## src/hw/rtl/ilwf_pkg.sv

```systemverilog
// ilwf_pkg: shared types and constants for the instrument lookup block
// no dependencies; used by ilwf_match and the top level
package ilwf_pkg;

    // identifier layout {is_drum, bank_msb, bank_lsb, program}
    localparam int FIELD_W = 7;
    localparam int ID_W    = 1 + 3 * FIELD_W;

    localparam int ENTRY_COUNT_W = 9;
    localparam int ENTRY_INDEX_W = 8;
    localparam int FOUND_INDEX_W = 8;
    localparam int APB_ADDR_W    = 3;
    localparam int APB_DATA_W    = 32;

    // register index taken from paddr bit 2
    localparam logic REG_ENTRY_COUNT = 1'b0;

    // item kinds carried in tuser
    localparam logic OP_WRITE  = 1'b0;
    localparam logic OP_LOOKUP = 1'b1;

    typedef enum logic [1:0] {
        LVL_EXACT    = 2'd0,
        LVL_BANK0    = 2'd1,
        LVL_ALL0     = 2'd2,
        LVL_DEFAULT  = 2'd3
    } match_level_t;

    typedef enum logic [1:0] {
        ST_IDLE,
        ST_SCAN,
        ST_RESULT
    } seq_state_t;

    // sequencer to match unit
    typedef struct packed {
        logic clear;
        logic cmp_en;
    } scan_ctrl_t;

endpackage

```

## src/hw/rtl/ilwf_match.sv

```systemverilog
// ilwf_match: compares one table entry a cycle while cmp_en is set against the three
// search keys and keeps the first hit of each level; depends on ilwf_pkg
module ilwf_match #(
    parameter int IDX_W = 8
) (
    input  logic                      aclk,
    input  logic                      aresetn,
    input  ilwf_pkg::scan_ctrl_t      ctrl,
    input  logic [ilwf_pkg::ID_W-1:0] key,
    input  logic [ilwf_pkg::ID_W-1:0] entry,
    input  logic [IDX_W-1:0]          entry_idx,
    output logic [IDX_W-1:0]          found_idx,
    output ilwf_pkg::match_level_t    level
);

    localparam int ID_W = ilwf_pkg::ID_W;
    localparam int FW   = ilwf_pkg::FIELD_W;

    logic [ID_W-1:0]  key_bank0;
    logic [ID_W-1:0]  key_all0;
    logic             hit_exact_reg, hit_bank0_reg, hit_all0_reg;
    logic             hit_exact_next, hit_bank0_next, hit_all0_next;
    logic [IDX_W-1:0] idx_exact_reg, idx_bank0_reg, idx_all0_reg;
    logic [IDX_W-1:0] idx_exact_next, idx_bank0_next, idx_all0_next;

    assign key_bank0 = {key[ID_W-1], {(2 * FW){1'b0}}, key[FW-1:0]};
    assign key_all0  = {key[ID_W-1], {(ID_W - 1){1'b0}}};

    always_comb begin
        hit_exact_next = hit_exact_reg;
        hit_bank0_next = hit_bank0_reg;
        hit_all0_next  = hit_all0_reg;
        idx_exact_next = idx_exact_reg;
        idx_bank0_next = idx_bank0_reg;
        idx_all0_next  = idx_all0_reg;
        if (ctrl.clear) begin
            hit_exact_next = 1'b0;
            hit_bank0_next = 1'b0;
            hit_all0_next  = 1'b0;
        end else if (ctrl.cmp_en) begin
            if (!hit_exact_reg && entry == key) begin
                hit_exact_next = 1'b1;
                idx_exact_next = entry_idx;
            end
            if (!hit_bank0_reg && entry == key_bank0) begin
                hit_bank0_next = 1'b1;
                idx_bank0_next = entry_idx;
            end
            if (!hit_all0_reg && entry == key_all0) begin
                hit_all0_next = 1'b1;
                idx_all0_next = entry_idx;
            end
        end
    end

    always_ff @(posedge aclk) begin
        if (!aresetn) begin
            hit_exact_reg <= 1'b0;
            hit_bank0_reg <= 1'b0;
            hit_all0_reg  <= 1'b0;
        end else begin
            hit_exact_reg <= hit_exact_next;
            hit_bank0_reg <= hit_bank0_next;
            hit_all0_reg  <= hit_all0_next;
        end
        idx_exact_reg <= idx_exact_next;
        idx_bank0_reg <= idx_bank0_next;
        idx_all0_reg  <= idx_all0_next;
    end

    // priority: exact, then bank zero, then all zero, else entry 0
    always_comb begin
        if (hit_exact_reg) begin
            found_idx = idx_exact_reg;
            level     = ilwf_pkg::LVL_EXACT;
        end else if (hit_bank0_reg) begin
            found_idx = idx_bank0_reg;
            level     = ilwf_pkg::LVL_BANK0;
        end else if (hit_all0_reg) begin
            found_idx = idx_all0_reg;
            level     = ilwf_pkg::LVL_ALL0;
        end else begin
            found_idx = '0;
            level     = ilwf_pkg::LVL_DEFAULT;
        end
    end

endmodule
```

## config.mk

```make
export PLATFORM = sky130hd
export DESIGN_NAME = ilwf_match
export DESIGN_NICKNAME = d
export VERILOG_FILES = /design/src/hw/rtl/ilwf_pkg.sv /design/src/hw/rtl/ilwf_match.sv
export SDC_FILE = /design/constraint.sdc
export NUM_CORES = 1
export LEC_CHECK = 0
export ABC_AREA = 1
export BUFFER_PORTS_ARGS = -buffer_cell sky130_fd_sc_hd__buf_2
export CORE_MARGIN = 4
export CORE_UTILIZATION = 40
export CTS_CLUSTER_DIAMETER = 60
export CTS_CLUSTER_SIZE = 40
export DETAILED_ROUTE_END_ITERATION = 16
export PLACE_DENSITY = 0.72
export SYNTH_ARGS = -nofsm -noshare
export SYNTH_HDL_FRONTEND = slang
export SYNTH_SLANG_ARGS = --single-unit
```

## constraint.sdc

```tcl
create_clock -name aclk -period 1.4 [get_ports aclk]
set_input_delay 0.14 -clock aclk [delete_from_list [all_inputs] [get_ports aclk]]
set_output_delay 0.14 -clock aclk [all_outputs]
set_load 0.02 [all_outputs]
```

Yosys cells after proc, flatten, opt, wreduce, memory -nomap -nowiden
Cells that the tools add are included. W data, S select, Z words.

$lt $le $gt $ge: 0. Shifts and indexed selects: 0. Reduce and logical (&&, ||, !) cells: 13. Multiply operators: 0. Equality and inequality tests: 3. Multiplexer cells: 6. Div/mod/pow operators: 0. $add $sub $neg: 0. Bitwise logic cells: 2.

Operators by type and width (number): $eq A22 B22 Y1 (3); $mux W8 (3); $reduce_and A3 Y1 (3); $reduce_and A2 Y1 (3); $mux W2 (2); $logic_and A1 B1 Y1 (3); $logic_not A1 Y1 (3); $not A1 Y1 (2); $reduce_or A2 Y1 (1); $mux W1 (1).

Output and inout bits: 10. Memory bits (read-only): 0. Bits in registers: 27. Bits of input ports: 56. Memories kept: 0. Bits in writable memories: 0. Latch bits: 0.

Depth between registers and ports, before layout
Depth in word-level cells: 3. Mapped depth: 8.

Worst setup path before layout
OpenSTA, ideal clock, no wires.

Path type: reg-to-reg. Start: reg hit_exact_reg. End: reg idx_exact_reg[0], enable pin. Buffers on the path: 0. Library setup time: 0.371 ns. Stages on the path, launching flop included: 8. Data required time: 1.029 ns. Path slack: -0.093 ns. Arrival time: 1.122 ns. Path through: dfxtp_1 -> nor2_1 -> nand2_1 -> nor2_1 -> nand2_1 -> nor2_1 -> nand3_2 -> nor2_1.

Cells in the longest elaborated chain, start to end: 3.

RTL lines: start, declared (RTL line ilwf_match.sv:21) `logic hit_exact_reg, hit_bank0_reg, hit_all0_reg;`; start signal, assigned (RTL line ilwf_match.sv:62) `hit_exact_reg <= hit_exact_next;`; $logic_not A1 Y1 (RTL line ilwf_match.sv:41) `if (!hit_exact_reg && entry == key) begin`; $logic_and A1 B1 Y1 (RTL line ilwf_match.sv:41); $reduce_and A3 Y1 (no line); end signal, assigned (RTL line ilwf_match.sv:66) `idx_exact_reg <= idx_exact_next;`; end, declared (RTL line ilwf_match.sv:23) `logic [IDX_W-1:0] idx_exact_reg, idx_bank0_reg, idx_all0_reg;`.

No other way between the ends. A chain may end at the register's enable or synchronous reset.

Final worst setup path
Start: reg hit_bank0_reg. End: out found_idx[4].

Cells in the longest elaborated chain, start to end: 2.

RTL lines: start, declared (RTL line ilwf_match.sv:21); start signal, assigned (RTL line ilwf_match.sv:63) `hit_bank0_reg <= hit_bank0_next;`; $mux W8 (RTL line ilwf_match.sv:76) `end else if (hit_bank0_reg) begin`; $mux W8 (RTL line ilwf_match.sv:73) `if (hit_exact_reg) begin`; end, declared (RTL line ilwf_match.sv:12) `output logic [IDX_W-1:0] found_idx,`.

No other way between the ends.

==> results.toml <==
[global_route]
grt_pass1_vias = 1312
grt_first_pass_wirelength_um = 5490
overflow = 0
grt_util_all_layers_pct = 13.8
maximum_number_of_pins_on_one_net_before_global_route_repair = 20
grt_antenna_before_repair = 0

[worst_setup_path]
crit_path_cell_trace = "nor2_4 -> buf_6 -> a22oi_1 -> o21ai_1 -> buf_4"
critPathCaptureType = "output port"
critPathLaunchType = "register"
timing.critical_path.slowest_cell_delay_ps = 370
critical-path-slowest-cell = "sky130_fd_sc_hd__dfxtp_4"
cp_max_fo = 4
crit_required_ps = 1260
reg2reg_depth = 8
cp_data_arrival_time_ps = 1270
worstSetupPathType = "register to output port"

[place]
place.detailed.instances = 326
numPortBuffers = 65
post-place-ws_ps = -24.7
place.detailed.hpwl_um = 2840
gpl_congestion = 0.742

[cells_and_area]
area_growth_pct = 37.8
final_net_count = 344
fill_count = 356
post_route_cells_drive_above_1_share_pct = 33.8
final_non_filler_cells = 335
antennaDiodeCount = 0

[sta]
final.min_clock_period_ps = 1410
worst_clock_skew_ps = 1.48
slew_headroom_pct = 86.8
worst-slew-pin-transition_ps = 197
final_critical_path_setup_slack_ps = -13.7
hold_violations = 0
maxClockFrequency_mhz = 707
final_min_period_over_clock_period_pct = 101
maxSlewViolCount = 0
finalSetupViolCount = 10
setup_repair_after_global_routing_missed_its_margin = "true"

[synth]
yosys_most_used_dff = "sky130_fd_sc_hd__edfxtp_1"
synth_largest_type_area_fraction_pct = 46.4
synth.net_count = 265
synth.most_common_cell = "sky130_fd_sc_hd__nand2_1"
library_cell_with_the_largest_summed_area_after_synthesis = "sky130_fd_sc_hd__edfxtp_1"
synth_seq_cells = 27
async_reset_ff_share_pct = 0
synth_top_cells_by_area = "sky130_fd_sc_hd__edfxtp_1 46%, sky130_fd_sc_hd__nand2_1 18%, sky130_fd_sc_hd__inv_1 10%"
synth.yosys.warnings = 0
postSynthCellCount = 209
synth_top_cells_by_count = "76 x sky130_fd_sc_hd__nand2_1, 43 x sky130_fd_sc_hd__inv_1, 26 x sky130_fd_sc_hd__nor2_1"
count_of_flip_flops_with_a_built_in_enable_after_synthesis = 24
sequential_share_of_the_synthesized_area_pct = 50.3
synth_area_per_cell_um2 = 7.43
syn_area_um2 = 1550
ys_types = 18

[cts]
tritoncts.num_buffers = 3
h-tree-depth = 1
worst_skew_pair.late_latency_ps = 260
tritoncts = "built"
clk_transition_reported_paths_ps = 80
clockRootBuffer = "sky130_fd_sc_hd__clkbuf_8"
hold_buffers = 0
clock_sink_count = 27
clockBufferDepth = 2

[floorplanning]
die_height_um = 70.3
fp.coreArea_um2 = 3720
dieWidth_um = 70.3
io-pin-count = 66
floorplan.die_area_um2 = 4940
std_cell_rows = 22
initial_utilization_pct = 41.8

[route]
via_total_after_detailed_routing = 1470
met2_length_um = 1780
wl_met3_um = 199
detail_route.wirelength.met1_um = 1440
totalWireLength_um = 3460
vias_per_cell = 4.39
remaining_drc_errors = 0
antenna_left = 0
wl_per_cell_um = 10.3
dr.max_layer_used = "met4"
drt_first_iter_violations = 40
pre_repair_dr_iteration_count = 4

[hold_path]
hold-path-cell-count = 1
hold_class = "input port to register"

[status]
violations_in_the_final_reports = "negative setup slack"
status = "complete, but fails checks"

[run]
max_cap_violations = 0

[pwr]
vdd_ir_drop_max_v = 0.000783
report.power.total_mw = 1.50
p_per_area_nw_per_um2 = 700
cellLeakagePower_nw = 1.08
[final timing paths]
path	startpoint	to	slack (ps)
worst max register to register	hit_exact_reg	idx_exact_reg[0]	0
worst min-delay path	entry_idx[2]	idx_exact_reg[2]	80
worst min register to register	hit_all0_reg	hit_all0_reg	600
worst max-delay path	hit_bank0_reg	found_idx[4]	-10
[stage by stage]
stage | cell area [um2] | util (%) | hold WS [ps] | TNS, ps
finish | 2140 | 57.6 | 78.3 | -37.8
detailed placement | 1980 | 53.3 | 354 | -192
global placement | 1980 | 53.3 | 347 | -186
global route | 2140 | 57.6 | 70.4 | -1340
CTS | 2070 | 55.8 | 77.3 | -18.9
floorplan | 1560 | - | 239 | 0
[timing repair]
| action | 4_1_cts | 5_1_grt |
|---|---|---|
| setup buffers | 2 | 3 |
| gates resized for setup | 21 | 13 |
| endpoints found under the setup margin | 16 | 24 |
| hold endpoints to repair | 0 | 0 |
| pin swaps | 1 | 14 |
| cloned | 0 | 0 |
[layout make-up]
| class | count | area, um2 | area share, % |
|---|---|---|---|
| multi-input combinational | 136 | 632 | 29.5 |
| timing repair buffer | 77 | 454 | 21.2 |
| tap | 48 | 60.1 | 2.81 |
| inverter | 43 | 161 | 7.54 |
| clock buffer | 4 | 45.0 | 2.11 |
| sequential | 27 | 787 | 36.8 |
[cell families after synthesis]
| logic type | after synthesis | share of synthesized area [%] |
|---|---|---|
| flip-flops | 27 | 50.3 |
| AND/OR/NAND/NOR | 115 | 29.9 |
| XOR/XNOR | 1 | 0.564 |
| buffers and inverters | 46 | 11.3 |
| AO/OA/AOI/OAI | 20 | 7.98 |
[layer usage]
layer | vias to the layer above | global-route usage [%]
met5 | - | 0
met4 | 0 | 3.19
met3 | 4 | 3.45
met2 | 34 | 23.9
met1 | 623 | 17.2
li1 | 809 | -
[critical path: cells and delay by family (launching register included)]
family / cells / cell delay (ps)
AO/OA/AOI/OAI: 2 / 200
buffers and inverters: 2 / 280
flip-flops: 1 / 370
AND/OR/NAND/NOR: 1 / 150
[power breakdown]
group          internal, mW  switching, mW  total (mW)
Combinational        0.0990          0.112       0.211
Clock                 0.203          0.211       0.414
Sequential            0.872   0.0000000640       0.872
[cells in the final DEF (no fill, tap or decap), types with 3 or more instances in the layout]
| cell type | instances |
|---|---|
| sky130_fd_sc_hd__edfxtp_1 | 24 |
| sky130_fd_sc_hd__nand2_1 | 76 |
| sky130_fd_sc_hd__buf_4 | 15 |
| sky130_fd_sc_hd__buf_6 | 5 |
| sky130_fd_sc_hd__nor2_1 | 22 |
| sky130_fd_sc_hd__clkbuf_8 | 3 |
| sky130_fd_sc_hd__nor2_2 | 5 |
| sky130_fd_sc_hd__nand3_1 | 3 |
| sky130_fd_sc_hd__buf_2 | 57 |
| sky130_fd_sc_hd__a22oi_1 | 6 |
| sky130_fd_sc_hd__inv_1 | 42 |
| sky130_fd_sc_hd__o21ai_1 | 8 |
(Power assumes the default switching activity.)
